$ cat src/fpc_pkg.sv
package fpc_pkg;

  typedef enum logic [2:0] {
    ACT_CAP_OVERFLOW = 3'd0,
    ACT_CAP_EDGE     = 3'd1,
    ACT_GATE         = 3'd2,
    ACT_CNT_OVERFLOW = 3'd3,
    ACT_ACK          = 3'd4
  } action_e;

  localparam logic CFG_MEASURE_HIGH_LEVEL  = 1'b0;
  localparam logic CFG_FREQUENCY_THRESHOLD = 1'b1;

  localparam logic [31:0] THRESHOLD_RESET = 32'd500;
  localparam logic [31:0] EXT_COUNT_STEP  = 32'h0001_0000;
  localparam logic [5:0]  OVF_COUNT_MAX   = 6'h3F;
  localparam logic [15:0] WIDTH_SATURATED = 16'hFFFF;

  typedef struct packed {
    logic [2:0]  action;
    logic [15:0] count_value;
  } event_t;

  typedef struct packed {
    logic        measure_high_level;
    logic [31:0] frequency_threshold;
  } cfg_t;

  typedef struct packed {
    logic        capture_done;
    logic [5:0]  overflow_count;
    logic [15:0] width_value;
    logic [31:0] frequency;
    logic        capture_enabled;
    logic        wait_falling_edge;
    logic        restart_timer;
  } result_t;

endpackage

$ cat src/fpc_engine.sv
module fpc_engine (
  input  logic             clk_i,
  input  logic             rst_ni,
  input  logic             step_i,
  input  fpc_pkg::event_t  event_i,
  input  fpc_pkg::cfg_t    cfg_i,
  output fpc_pkg::result_t result_o
);

  logic        done_q, done_d;
  logic        started_q, started_d;
  logic [5:0]  ovf_count_q, ovf_count_d;
  logic [15:0] width_q, width_d;
  logic        falling_q, falling_d;
  logic        enabled_q, enabled_d;
  logic [31:0] ext_count_q, ext_count_d;
  logic [31:0] frequency_q, frequency_d;
  logic        restart;
  logic [31:0] freq_sum;

  assign freq_sum = ext_count_q + {16'd0, event_i.count_value};

  always_comb begin
    done_d      = done_q;
    started_d   = started_q;
    ovf_count_d = ovf_count_q;
    width_d     = width_q;
    falling_d   = falling_q;
    enabled_d   = enabled_q;
    ext_count_d = ext_count_q;
    frequency_d = frequency_q;
    restart     = 1'b0;
    unique case (event_i.action)
      fpc_pkg::ACT_CAP_OVERFLOW: begin
        if (enabled_q && !done_q && started_q) begin
          if (ovf_count_q == fpc_pkg::OVF_COUNT_MAX) begin
            done_d  = 1'b1;
            width_d = fpc_pkg::WIDTH_SATURATED;
          end else begin
            ovf_count_d = ovf_count_q + 6'd1;
          end
        end
      end
      fpc_pkg::ACT_CAP_EDGE: begin
        if (enabled_q && !done_q) begin
          if (started_q) begin
            done_d    = 1'b1;
            width_d   = event_i.count_value;
            falling_d = 1'b0;
          end else begin
            done_d      = 1'b0;
            started_d   = 1'b1;
            ovf_count_d = 6'd0;
            width_d     = 16'd0;
            restart     = 1'b1;
            falling_d   = cfg_i.measure_high_level;
          end
        end
      end
      fpc_pkg::ACT_GATE: begin
        frequency_d = freq_sum;
        ext_count_d = 32'd0;
        falling_d   = 1'b0;
        if (freq_sum >= cfg_i.frequency_threshold) begin
          enabled_d   = 1'b0;
          done_d      = 1'b0;
          started_d   = 1'b0;
          ovf_count_d = 6'd0;
          width_d     = 16'd0;
          restart     = 1'b1;
        end else begin
          enabled_d = 1'b1;
        end
      end
      fpc_pkg::ACT_CNT_OVERFLOW: begin
        ext_count_d = ext_count_q + fpc_pkg::EXT_COUNT_STEP;
      end
      fpc_pkg::ACT_ACK: begin
        done_d      = 1'b0;
        started_d   = 1'b0;
        ovf_count_d = 6'd0;
      end
      default: begin
      end
    endcase
  end

  always_comb begin
    result_o.capture_done      = done_d;
    result_o.overflow_count    = ovf_count_d;
    result_o.width_value       = width_d;
    result_o.frequency         = frequency_d;
    result_o.capture_enabled   = enabled_d;
    result_o.wait_falling_edge = falling_d;
    result_o.restart_timer     = restart;
  end

  always_ff @(posedge clk_i or negedge rst_ni) begin
    if (!rst_ni) begin
      done_q      <= 1'b0;
      started_q   <= 1'b0;
      ovf_count_q <= 6'd0;
      width_q     <= 16'd0;
      falling_q   <= 1'b0;
      enabled_q   <= 1'b1;
      ext_count_q <= 32'd0;
      frequency_q <= 32'd0;
    end else if (step_i) begin
      done_q      <= done_d;
      started_q   <= started_d;
      ovf_count_q <= ovf_count_d;
      width_q     <= width_d;
      falling_q   <= falling_d;
      enabled_q   <= enabled_d;
      ext_count_q <= ext_count_d;
      frequency_q <= frequency_d;
    end
  end

endmodule

$ cat src/frequency_and_pulse_capture_core.sv
// An accepted transaction is held in the event register, its result in the result
// register. Throughput: one transaction per cycle while out_ready_i does not stall
// the output; the event register and the state update in one pass set the pace.
// Reset: asynchronous, active low; clears both pipeline stages, sets capture enabled,
// all counts and flags to zero, measure_high_level to 0 and the threshold to 500.
module frequency_and_pulse_capture_core (
  input  logic        clk_i,
  input  logic        rst_ni,
  input  logic        in_valid_i,
  output logic        in_ready_o,
  input  logic [2:0]  action_i,
  input  logic [15:0] count_value_i,
  output logic        out_valid_o,
  input  logic        out_ready_i,
  output logic        capture_done_o,
  output logic [5:0]  overflow_count_o,
  output logic [15:0] width_value_o,
  output logic [31:0] frequency_o,
  output logic        capture_enabled_o,
  output logic        wait_falling_edge_o,
  output logic        restart_timer_o,
  input  logic        cfg_valid_i,
  output logic        cfg_ready_o,
  input  logic        cfg_index_i,
  input  logic [31:0] cfg_data_i
);

  fpc_pkg::cfg_t    cfg_q;
  fpc_pkg::event_t  event_q;
  fpc_pkg::result_t result;
  fpc_pkg::result_t result_q;
  logic             in_valid_q;
  logic             out_valid_q;
  logic             advance;
  logic             step;

  assign advance     = !out_valid_q || out_ready_i;
  assign step        = in_valid_q && advance;
  assign in_ready_o  = !in_valid_q || advance;
  assign cfg_ready_o = 1'b1;

  always_ff @(posedge clk_i or negedge rst_ni) begin
    if (!rst_ni) begin
      cfg_q.measure_high_level  <= 1'b0;
      cfg_q.frequency_threshold <= fpc_pkg::THRESHOLD_RESET;
    end else if (cfg_valid_i) begin
      unique case (cfg_index_i)
        fpc_pkg::CFG_MEASURE_HIGH_LEVEL:  cfg_q.measure_high_level  <= cfg_data_i[0];
        fpc_pkg::CFG_FREQUENCY_THRESHOLD: cfg_q.frequency_threshold <= cfg_data_i;
        default: begin
        end
      endcase
    end
  end

  always_ff @(posedge clk_i or negedge rst_ni) begin
    if (!rst_ni) begin
      in_valid_q  <= 1'b0;
      out_valid_q <= 1'b0;
    end else begin
      if (in_ready_o) begin
        in_valid_q <= in_valid_i;
      end
      if (advance) begin
        out_valid_q <= in_valid_q;
      end
    end
  end

  always_ff @(posedge clk_i) begin
    if (in_valid_i && in_ready_o) begin
      event_q.action      <= action_i;
      event_q.count_value <= count_value_i;
    end
    if (step) begin
      result_q <= result;
    end
  end

  fpc_engine u_engine (
    .clk_i    (clk_i),
    .rst_ni   (rst_ni),
    .step_i   (step),
    .event_i  (event_q),
    .cfg_i    (cfg_q),
    .result_o (result)
  );

  assign out_valid_o         = out_valid_q;
  assign capture_done_o      = result_q.capture_done;
  assign overflow_count_o    = result_q.overflow_count;
  assign width_value_o       = result_q.width_value;
  assign frequency_o         = result_q.frequency;
  assign capture_enabled_o   = result_q.capture_enabled;
  assign wait_falling_edge_o = result_q.wait_falling_edge;
  assign restart_timer_o     = result_q.restart_timer;

  assert property (@(posedge clk_i) disable iff (!rst_ni)
    out_valid_o && restart_timer_o |-> !capture_done_o && overflow_count_o == 6'd0)
    else $error("restart with capture status not cleared");

  assert property (@(posedge clk_i) disable iff (!rst_ni)
    out_valid_o && !capture_enabled_o |-> !capture_done_o)
    else $error("capture done while capture disabled");

  assert property (@(posedge clk_i) disable iff (!rst_ni)
    !in_valid_q |-> in_ready_o)
    else $error("input stalled with empty event register");

  assert property (@(posedge clk_i) disable iff (!rst_ni)
    out_valid_q && !out_ready_i |=> out_valid_q && $stable(result_q))
    else $error("held result changed under backpressure");

endmodule

$ cat config.mk
export PLATFORM = sky130hd
export DESIGN_NAME = frequency_and_pulse_capture_core
export DESIGN_NICKNAME = d
export VERILOG_FILES = /design/src/fpc_pkg.sv /design/src/fpc_engine.sv /design/src/frequency_and_pulse_capture_core.sv
export SDC_FILE = /design/constraint.sdc
export NUM_CORES = 1
export LEC_CHECK = 0
export BUFFER_PORTS_ARGS = -buffer_cell sky130_fd_sc_hd__buf_2
export CORE_UTILIZATION = 63
export CTS_BUF_LIST = sky130_fd_sc_hd__clkbuf_16
export DETAILED_ROUTE_END_ITERATION = 16
export PLACE_DENSITY = 0.82
export SETUP_SLACK_MARGIN = 0.3
export SLEW_MARGIN = 5
export SYNTH_ARGS = -nofsm -noshare
export SYNTH_HDL_FRONTEND = slang
export SYNTH_SLANG_ARGS = --single-unit
$ cat constraint.sdc
create_clock -name clk_i -period 6.3 [get_ports clk_i]
set_input_delay 0.63 -clock clk_i [delete_from_list [all_inputs] [get_ports clk_i]]
set_output_delay 0.63 -clock clk_i [all_outputs]
set_load 0.03 [all_outputs]
After elaboration in Yosys (flattened, before gate mapping)
Cells that the tools add are included.
{ "totals": {"ff_bits": 202, "input_bits": 57, "elab_cells": 81} }
{ "op_classes": {"add_sub_neg": 3, "order_cmp": 1, "n_eq_ne": 7, "muxes": 32, "bitwise_logic": 1, "n_reduce_logical": 16} }
{ "op_table": {"columns": ["op", "n"], "rows": [
  ["$mux W16", 5],
  ["$pmux W32 S2", 1],
  ["$pmux W16 S3", 1],
  ["$add A32 B16 Y32", 1],
  ["$add A32 B17 Y32 const B", 1],
  ["$ge A32 B32 Y1", 1],
  ["$mux W32", 1],
  ["$mux W6", 5],
  ["$pmux W6 S4", 1],
  ["$mux W1", 14],
  ["$add A6 B1 Y6 const B", 1],
  ["$eq A3 B2 Y1 const B", 2],
  ["$eq A6 B6 Y1 const B", 1],
  ["$reduce_and A2 Y1", 3],
  ["$logic_and A1 B1 Y1", 4],
  ["$ne A2 B1 Y1 const B", 2],
  ["$pmux W1 S2", 2],
  ["$pmux W1 S4", 1],
  ["$reduce_and A4 Y1", 1],
  ["$eq A3 B1 Y1 const B", 1],
  ["$eq A3 B3 Y1 const B", 1],
  ["$logic_not A1 Y1", 3],
  ["$logic_not A3 Y1", 1],
  ["$pmux W1 S3", 1],
  ["4 further kinds", 5]
]} }

Depth between registers and ports, before layout
Gate-level depths: netlist (run 1).
{ "depth": {"depth_word": 5, "mapped_depth": 17, "ltp_nobuf": 16} }

Cells and area by module
A second synthesis (run 1) with hierarchy kept.
{ "unflattened": {"hier_cells": 837, "area_unflattened_um2": 9013.6} }
{ "modules_own_cells": {"columns": ["mod", "n_inst", "cells_each", "area_each_um2", "seq_area_each_um2"], "rows": [
  ["fpc_engine", 1, 679, 5206.2, 1853.0],
  ["frequency_and_pulse_capture_core", 1, 158, 3807.4, 3195.6]
]} }

Worst setup path before layout (run 1)
No wires, ideal clock.
{ "synth_path": {"path_kind": "input to register", "startpoint": "in out_ready_i", "endpoint": "reg u_engine.falling_q", "setup_time_ns": 0.129, "arrival_ns": 3.268, "t_required_ns": 6.171, "path_slack_ns": 2.903, "path_stages": 5, "path_cell_list": "nand2b_1 > nand2_1 > inv_1 > clkbuf_1 > mux2_2"} }
{ "synth_between": {"elab_chain_len": 2} }
{ "synth_rtl": {"columns": ["element", "line", "source"], "rows": [
  ["start: declaration", "frequency_and_pulse_capture_core.sv:14", "input logic out_ready_i,"],
  ["$logic_or A1 B1 Y1", "frequency_and_pulse_capture_core.sv:37", "assign advance = !out_valid_q || out_ready_i;"],
  ["$logic_and A1 B1 Y1", "frequency_and_pulse_capture_core.sv:38", "assign step = in_valid_q && advance;"],
  ["via step", "frequency_and_pulse_capture_core.sv:35", "logic step;"],
  ["end signal: assignment", "fpc_engine.sv:113", "falling_q <= falling_d;"],
  ["end: declaration", "fpc_engine.sv:14", "logic falling_q, falling_d;"]
]} }
The timed path passes the listed nets, and every way through them passes these cells.
A chain may end at the register's enable or synchronous reset.

==> reports/metrics.cfg, run 1 <==
[cells_and_area]
drive_gt1_frac=0.222
nFillCells=1007
area_delta_synth_final_pct=13.6
multi_input_area_mm2=0.00357
seq_area_mm2=0.00505
diodes=0
nets=1083

[pwr]
p_int_mw=2.22
power_frac_clock=0.327
netSwitchingPower_mw=0.929
p_leak_nw=4.72
p_per_area_mw_per_mm2=306
peakVddDrop_mv=0.210
combPwrFrac=0.178
sw_frac_of_total=0.295
seq_power_share=0.495

[clock_network]
clk_pin_slew_ps=70
post-cts-setup-buffers=0
cts_resized=0
postCtsHoldBufs=0
htreeDepth=4
cts_root_buffer=clkbuf_16
clk_latency_ps=440
cts_buffers=17
cts_tree=done
cts_sinks=186
clk_path_buf_depth=2

[synthesis]
seq_area_frac_synth=0.558
avgSynthCellArea_um2=10.1
ys_types=57
synth_common_cells=nand2_1, dfrtp_1, edfxtp_1
synth_area_leaders=dfrtp_1, edfxtp_1, nand2_1
synth-xor-area-share=0.0252
ys_warn_count=0
synth_mux_area_frac=0.0423
synth_edf_count=77
synth_area_mm2=0.00905
syn-num-nets=992
synthArstFlopShare=0.586
ys_ff_latch=186
synth_top_area_share=0.282
synthMostInstantiatedCell=nand2_1
synthSimpleGateAreaFrac=0.158
synth_compound_area_frac=0.119
ys.flop_type=dfrtp_1
synth_cells=900
synthAdderAreaFrac=0.0484
synth_top_family_by_area=simple AND/OR/NAND/NOR gates
yosysTopAreaCell=dfrtp_1

[floorplan]
core_area_mm2=0.0139
fp.dieArea_mm2=0.0148
die_x_um=122
io_pins=118
die_h_um=122
num_rows=43
initial_core_util=0.650

[routing]
ant_nets=0
wl_per_cell_um=17.7
dr_wl_met2_mm=10.6
dr_wl_met3_mm=1.23
first_iter_violations=674
post_drt_via_cell_ratio=5.82
wirelength_mm=20.9
met1_length_mm=8.29
vias=6894
dr.max_layer_used=met4
drcViolationCount=0
drt-pass1-iter-count=5

[timing]
hold_viol=0
fmax_ghz=0.329
drv_slew=0
setup_violations=0
finalSetupTns_ps=0
min_period_ps=3040
rsz0062_at_grt=false
period_share=0.483
clock_skew_ps=9.63
slew_headroom=0.215
tightest_slew_ps=1170
fin_hold_ws_ps=161

[worst_setup_path]
cp_cell_sequence=xnor2_1 -> inv_1 -> ha_1 -> a211o_1 -> a31oi_1 -> nor3_2 -> o2111a_2 -> nor3_4 -> a211oi_1 -> buf_4 -> o21ai_0
cpMaxStageDelayCell=edfxtp_1
end_kind=flip-flop
critPathMaxFanout=12
cp.required_ps=6570
cp_slowest_stage_delay_ps=420
arrival_ps=3310
critPathKind=reg2reg
startpoint_type=flip-flop

[global_routing]
antenna_found_initial=0
grt_overflow=0
grt_pass1_wl_mm=33.7
track_usage=0.303
grt_max_degree=72
grt_pass1_vias=6803

[place]
hpwl_mm=14.2
portBuffers=116
place_congestion=0.919

[outcome]
status=complete, no violations

[flow_run]
max-cap-violations=0

[worst_hold_path]
hp-class=in2async

[registers in the layout, indices dropped and copies added, names as in the netlist, 6 cells and up]
signal	cells
u_engine.ext_count_q	16
u_engine.width_q	16
event_q	19
overflow_count_o	6
frequency_o	32
width_value_o	16
u_engine.frequency_q	32
u_engine.ovf_count_q	6
cfg_q	33
[cells by family (layout without fill, tap and decap cells)]
family / count (synthesis) / in the layout
AOI/OAI and AO/OA: 181 / 181
xor gates and xnor gates: 26 / 26
adders and majority gates: 35 / 35
buffers and inverters: 112 / 216
DFF: 186 / 186
muxes: 34 / 34
other: 2 / 2
and+or+nand+nor: 324 / 324
[worst max-delay path: cells and delay by family, from the launching register on]
kind / cells / cell delay (ps)
flops: 1 / 420
fa+ha+maj: 1 / 310
buf+inv: 2 / 290
compound gates: 5 / 1180
xor+xnor: 1 / 260
simple gates: 2 / 410
[metal layers]
layer / vias to the layer above / global-route usage
li1: 3252 / -
met1: 3331 / 0.364
met2: 248 / 0.518
met3: 63 / 0.0641
met4: 0 / 0.150
met5: - / 0
[final cells by class]
cell class,instances,area share
well taps,180,0.0219
clock buffers,17,0.0414
multi-input cells,602,0.347
clock inverters,15,0.0133
inverters,58,0.0212
repair buffers,126,0.0640
flip-flops and latches,186,0.491
[power by group through the flow]
| stage | combinational [mW] | sequential, mW | clock (mW) |
|---|---|---|---|
| 6_report | 0.562 | 1.56 | 1.03 |
| 5_1_grt | 0.626 | 1.57 | 1.08 |
| 4_1_cts | 0.562 | 1.56 | 1.03 |
| 3_5_place_dp | 0.552 | 1.58 | 0 |
| 3_3_place_gp | 0.533 | 1.57 | 0 |
| 2_1_floorplan | 0.319 | 1.63 | 0 |
[path summary, 6_finish.rpt]
path	startpoint	to	slack, ps	cells past startpoint
min in group clk_i	count_value_i[7]	event_q[7]	360	1
max in group asynchronous	rst_ni	u_engine.width_q[6]	4820	2
max reg2reg	event_q[2]	width_value_o[11]	3260	11
max	event_q[2]	width_value_o[11]	3260	11
min reg2reg	u_engine.frequency_q[7]	u_engine.frequency_q[7]	480	2
min	rst_ni	cfg_q[15]	160	1
[metrics by stage]
step	utilization	worst slack, ps	power, mW	area (µm²)	std cells
final	0.738	3260	3.15	10300	1184
after global routing	0.738	3130	3.28	10300	1184
after CTS	0.738	3310	3.15	10300	1184
after detailed placement	0.697	3230	2.13	9720	1152
after global placement	0.697	3300	2.10	9720	1152
after floorplan	-	2900	1.95	9050	900
[layout by cell type, fill, tap and decap left out, types with 16 or more instances in the layout]
cell,count
a21oi_1,57
buf_2,115
clkbuf_16,17
dfrtp_1,102
edfxtp_1,77
ha_1,35
inv_1,59
mux2_2,34
nand2_1,189
nor2_1,65
o21ai_0,58
o21ai_1,16
(Power assumes the default switching activity.)
==> run 2: changes to the inputs <==
--- a/config.mk
+++ b/config.mk
@@ -5,11 +5,12 @@
 export SDC_FILE = /design/constraint.sdc
 export NUM_CORES = 1
 export LEC_CHECK = 0
+export ABC_AREA = 1
 export BUFFER_PORTS_ARGS = -buffer_cell sky130_fd_sc_hd__buf_2
-export CORE_UTILIZATION = 63
+export CORE_UTILIZATION = 58
 export CTS_BUF_LIST = sky130_fd_sc_hd__clkbuf_16
 export DETAILED_ROUTE_END_ITERATION = 16
-export PLACE_DENSITY = 0.82
+export PLACE_DENSITY = 0.76
 export SETUP_SLACK_MARGIN = 0.3
 export SLEW_MARGIN = 5
 export SYNTH_ARGS = -nofsm -noshare
==> constraint.sdc (replaced) <==
create_clock -name clk_i -period 3.1 [get_ports clk_i]
set_input_delay 0.31 -clock clk_i [delete_from_list [all_inputs] [get_ports clk_i]]
set_output_delay 0.31 -clock clk_i [all_outputs]
set_load 0.03 [all_outputs]
==> reports/metrics.cfg, run 2 <==
[timing]
drv_slew=0  ; unchanged
setup_violations=0  ; unchanged
min_period_ps=2610  ; -433 ps
clock_skew_ps=8.76  ; -0.869 ps
rsz0062_at_grt=true
fin_hold_ws_ps=-34.7  ; -196 ps
slew_headroom=0.284  ; +0.0695
finalSetupTns_ps=0  ; unchanged
hold_viol=35  ; +35
tightest_slew_ps=1070  ; -104 ps
fmax_ghz=0.383  ; +17%
period_share=0.841  ; +0.359

[routing]
post_drt_via_cell_ratio=5.34  ; -8.3%
wl_per_cell_um=15.4  ; -13%
ant_nets=0  ; unchanged
drt-pass1-iter-count=5  ; unchanged
wirelength_mm=21.0  ; +0.36%
first_iter_violations=647  ; -4.0%
vias=7274  ; +5.5%
drcViolationCount=0  ; unchanged

[synthesis]
synthSimpleGateAreaFrac=0.200  ; +0.0423
avgSynthCellArea_um2=8.75  ; -13%
ys.flop_type=dfrtp_1
synth_mux_area_frac=0  ; -0.0423
synth_area_leaders=dfrtp_1, edfxtp_1, nand2_1
synth-xor-area-share=0.0106  ; -0.0146
yosysTopAreaCell=dfrtp_1
synthAdderAreaFrac=0.0482  ; -0.000193
synth_area_mm2=0.00909  ; +0.40%
ys_types=42  ; -26%
synthMostInstantiatedCell=nand2_1
syn-num-nets=1131  ; +14%
synth_top_family_by_area=simple AND/OR/NAND/NOR gates
ys_warn_count=0  ; unchanged
synth_compound_area_frac=0.109  ; -0.00984
synth_top_area_share=0.281  ; -0.00113
ys_ff_latch=186  ; unchanged
synthArstFlopShare=0.586  ; unchanged
synth_common_cells=nand2_1, inv_1, dfrtp_1
synth_edf_count=77  ; unchanged
synth_cells=1039  ; +15%
seq_area_frac_synth=0.556  ; -0.00223

[floorplan]
core_area_mm2=0.0153  ; +9.5%
die_h_um=127  ; +4.4%
io_pins=118  ; unchanged
fp.dieArea_mm2=0.0162  ; +8.9%
initial_core_util=0.596  ; -0.0540
num_rows=45  ; +4.7%
die_x_um=127  ; +4.4%

[cells_and_area]
final_cell_mix=nand2_1, inv_1, buf_2
final_common_cell=nand2_1
drive_gt1_frac=0.169  ; -0.0527
final_area_mm2=0.0105  ; +1.7%
seq_area_mm2=0.00505  ; unchanged
area_delta_synth_final_pct=15.0
multi_input_area_mm2=0.00337  ; -5.5%
nets=1230  ; +14%
largest_register=cfg_q
diodes=0  ; unchanged
nFillCells=1242  ; +23%
largest_reg_flops=33  ; unchanged

[clock_network]
clk_latency_ps=440  ; about the same
htreeDepth=4  ; unchanged
cts_sinks=186  ; unchanged
postCtsHoldBufs=0  ; unchanged
cts_buffers=17  ; unchanged
clk_path_buf_depth=2  ; unchanged
cts_root_buffer=clkbuf_16
clk_pin_slew_ps=70  ; about the same
cts_tree=done

[pwr]
p_per_area_mw_per_mm2=703  ; +130%
peakVddDrop_mv=0.510  ; +140%
total_power_mw=7.35  ; +130%
p_leak_nw=5.15  ; +9.1%

[worst_setup_path]
arrival_ps=2780  ; -530 ps
cpMaxStageDelayCell=edfxtp_1
cp.required_ps=3270  ; -3300 ps
critPathKind=reg2reg
r2r_slack_ps=490  ; -2770 ps
cp_cell_sequence=or2_2 -> nand2_1 -> inv_1 -> ha_1 -> nand2_1 -> nor2_1 -> nand2_1 -> nor2_1 -> nor2_1 -> nand2_1 -> nand2_1 -> nand3_4 -> nand2_4 -> nand2_1 -> nand2_1
startpoint_type=flip-flop
critPathMostFrequentCell=nand2_1
critPathMaxFanout=14  ; +2
end_kind=flip-flop
cp_slowest_stage_delay_ps=440  ; +20 ps

[outcome]
violations=negative hold slack
status=finished with violations

[global_routing]
grt_pass1_vias=6606  ; -2.9%
antenna_found_initial=0  ; unchanged
track_usage=0.274  ; -0.0291
grt_max_degree=65  ; -9.7%
grt_pass1_wl_mm=33.6  ; -0.20%
grt_overflow=0  ; unchanged

[place]
hpwl_mm=14.7  ; +3.6%
portBuffers=116  ; unchanged
place_congestion=0.916  ; -0.39%
placed_cell_area_mm2=0.00983  ; +1.1%

[worst_hold_path]
hp-class=in2async

[flow_run]
max-cap-violations=0  ; unchanged

## run 2: routing by layer
layer	vias to the layer above	track usage	wire [µm]
li1	3562	-	-
met1	3381	0.397	9670
met2	280	0.413	9340
met3	51	0.0540	1400
met4	0	0.104	594
met5	-	0	0
## run 2: cells by family after synthesis
group	Yosys count
AND/OR/NAND/NOR	439
AO/OA/AOI/OAI	187
adder cells (fa/ha/maj)	35
flip-flops	186
buffers and inverters	179
XOR/XNOR	11
other	2
## run 2: through the flow
stage	std cells	util	setup slack, ps
global route	1362	0.685	287
CTS	1359	0.682	339
global placement	1327	0.644	456
finish	1362	0.685	492
floorplan	1039	-	832
detailed placement	1327	0.644	429
## run 2: final cells by class
class                           count  area share
Tap cell                          211      0.0253
Sequential cell                   186       0.483
Multi-Input combinational cell    674       0.323
Timing Repair Buffer              126      0.0654
Clock inverter                     15      0.0152
Inverter                          133      0.0478
Clock buffer                       17      0.0407
## run 2: critical path, delay by kind of cell (launching register included)
family,cells,cell delay [ps]
adders and majority gates,1,260
and+or+nand+nor,13,1570
DFF,1,440
buffers and inverters,1,70
## run 2: what timing repair did
| action | CTS | global route |
|---|---|---|
| gates resized for setup | 0 | 3 |
| endpoints found under the setup margin | 0 | 42 |
| buffers inserted | 0 | 3 |
## run 2: worst paths after layout
path	startpoint	end	cells after the start
setup / recovery	event_q[12]	width_value_o[8]	15
hold / removal	rst_ni	cfg_q[1]	1
setup reg to reg	event_q[12]	width_value_o[8]	15
hold reg to reg	u_engine.frequency_q[7]	u_engine.frequency_q[7]	2
max in group asynchronous	rst_ni	u_engine.enabled_q	2
min in group clk_i	count_value_i[3]	event_q[3]	1
## run 2: power breakdown
| group | switching (mW) | internal, mW |
|---|---|---|
| Clock | 1.01 | 1.14 |
| Combinational | 1.19 | 0.537 |
| Sequential | 0.296 | 3.17 |
| Total | 2.50 | 4.85 |
==> run 3: changes to the inputs <==
--- a/config.mk
+++ b/config.mk
@@ -7,10 +7,10 @@
 export LEC_CHECK = 0
 export ABC_AREA = 1
 export BUFFER_PORTS_ARGS = -buffer_cell sky130_fd_sc_hd__buf_2
-export CORE_UTILIZATION = 58
+export CORE_UTILIZATION = 53
 export CTS_BUF_LIST = sky130_fd_sc_hd__clkbuf_16
 export DETAILED_ROUTE_END_ITERATION = 16
-export PLACE_DENSITY = 0.76
+export PLACE_DENSITY = 0.73
 export SETUP_SLACK_MARGIN = 0.3
 export SLEW_MARGIN = 5
 export SYNTH_ARGS = -nofsm -noshare
==> constraint.sdc (replaced) <==
create_clock -name clk_i -period 2.38 [get_ports clk_i]
set_input_delay 0.238 -clock clk_i [delete_from_list [all_inputs] [get_ports clk_i]]
set_output_delay 0.238 -clock clk_i [all_outputs]
set_load 0.03 [all_outputs]
==> reports/metrics.cfg, run 3 (synthesis results as in run 2) <==
[clock_network]
htreeDepth=4  ; unchanged
cts_buffers=17  ; unchanged
clk_latency_ps=440  ; about the same
cts_sinks=186  ; unchanged
cts_root_buffer=clkbuf_16
cts_tree=done
clk_path_buf_depth=2  ; unchanged
clk_pin_slew_ps=70  ; about the same

[routing]
post_drt_via_cell_ratio=5.30  ; -0.80%
ant_nets=0  ; unchanged
first_iter_violations=653  ; +0.93%
drcViolationCount=0  ; unchanged
drt-pass1-iter-count=5  ; unchanged
wl_per_cell_um=15.7  ; +2.0%
wirelength_mm=22.9  ; +8.8%
vias=7698  ; +5.8%

[pwr]
p_leak_nw=5.62  ; +9.2%
peakVddDrop_mv=0.551  ; +8.0%
p_per_area_mw_per_mm2=871  ; +24%
total_power_mw=10.1  ; +37%

[worst_setup_path]
critPathMaxFanout=7  ; -7
critPathKind=reg2reg
end_kind=flip-flop
arrival_ps=2510  ; -270 ps
cp.required_ps=2560  ; -710 ps
startpoint_type=flip-flop

[timing]
setup_violations=0  ; unchanged
period_share=0.981  ; +0.139
tightest_slew_ps=586  ; -484 ps
slew_headroom=0.609  ; +0.325
hold_viol=0  ; -100%
drv_slew=0  ; unchanged
rsz0062_at_grt=true
finalSetupTns_ps=0  ; unchanged
fmax_ghz=0.428  ; +12%
fin_hold_ws_ps=8.60  ; +43.3 ps
min_period_ps=2330  ; -274 ps
clock_skew_ps=7.57  ; -1.19 ps

[floorplan]
initial_core_util=0.546  ; -0.0495
num_rows=47  ; +4.4%
core_area_mm2=0.0166  ; +9.1%
die_h_um=133  ; +4.5%
fp.dieArea_mm2=0.0177  ; +9.3%
die_x_um=133  ; +4.5%
io_pins=118  ; unchanged

[global_routing]
track_usage=0.264  ; -0.0107
grt_overflow=0  ; unchanged
grt_pass1_wl_mm=35.9  ; +6.7%
grt_pass1_vias=7102  ; +7.5%
antenna_found_initial=0  ; unchanged
grt_max_degree=66  ; +1.5%

[worst_hold_path]
hp-class=in2reg

[cells_and_area]
largest_register=cfg_q
multi_input_area_mm2=0.00377  ; +12%
diodes=0  ; unchanged
nets=1312  ; +6.7%
final_common_cell=nand2_1
final_cell_mix=nand2_1, inv_1, buf_2
final_area_mm2=0.0116  ; +11%
nFillCells=1259  ; +1.4%
drive_gt1_frac=0.270  ; +0.101
largest_reg_flops=33  ; unchanged
seq_area_mm2=0.00505  ; unchanged
fin_cells=1453  ; +6.7%
area_delta_synth_final_pct=27.6

[place]
placed_cell_area_mm2=0.0102  ; +3.7%
dp.cells=1380  ; +4.0%
place_congestion=0.940  ; +2.7%
portBuffers=116  ; unchanged
hpwl_mm=15.5  ; +5.7%

[flow_run]
max-cap-violations=0  ; unchanged

[outcome]
status=complete, no violations

run 3: changes by cell type in the layout (fill, tap and decap cells not counted), sizes merged:
cell         change
buf             +62
dlygate4sd3     +19
bufinv           +1
clkinv           -1
clkinvlp         +1
inv              -1
nand2            +1
run 3: cell type report:
class | instances | share of cell area
clock inverter | 15 | 0.0144
clock buffer | 17 | 0.0367
sequential | 186 | 0.436
timing repair buffer | 207 | 0.121
tap | 220 | 0.0237
inverter | 133 | 0.0435
multi-input combinational | 675 | 0.325
run 3: final timing paths:
check / slack (ps) / end / depth (start not counted) / from
setup / recovery: 50 / width_value_o[2] / 13 / u_engine.ext_count_q[22]
hold / removal: 9 / cfg_q[32] / 2 / cfg_valid_i
setup reg to reg: 50 / width_value_o[2] / 13 / u_engine.ext_count_q[22]
hold reg to reg: 490 / u_engine.frequency_q[30] / 2 / u_engine.frequency_q[30]
max in group asynchronous: 1490 / u_engine.width_q[7] / 3 / rst_ni
min in group asynchronous: 130 / cfg_q[16] / 2 / rst_ni
run 3: worst max-delay path, stage by stage, from the launching register on:
cell	delay, ps
dfrtp_1	420
or2_4	270
nand2_4	90
inv_2	40
ha_4	250
nand2_2	70
nor2_4	90
nand4_1	140
nor2_4	130
nand2_2	90
nand3_4	180
nand2_8	160
nand2_4	90
nand2_2	60
run 3: per-layer routing:
layer,part of all wire,up-vias,wire [µm],global-route usage
met3,0.068,55,1540,0.0460
met4,0.032,0,725,0.110
met5,0,-,0,0
met2,0.45,329,10300,0.407
li1,-,3726,-,-
met1,0.45,3588,10200,0.369
run 3: repair_timing:
item	CTS	global route
cloned	1	0
buffers inserted	17	4
hold buffers	18	1
pin swaps	37	14
endpoints found under the hold margin	119	1
setup endpoints to repair	49	56
resized for setup	64	54
run 3: power breakdown:
part | internal [mW] | switching [mW]
logic | 0.986 | 1.75
clock network | 1.57 | 1.28
registers | 4.13 | 0.390
run 3: metrics by stage:
stage	util	worst slack [ps]
final	0.696	45.9
after global routing	0.696	-43.8
after CTS	0.683	128
after detailed placement	0.613	-78.8
after global placement	0.613	-41.9
after floorplan	-	220
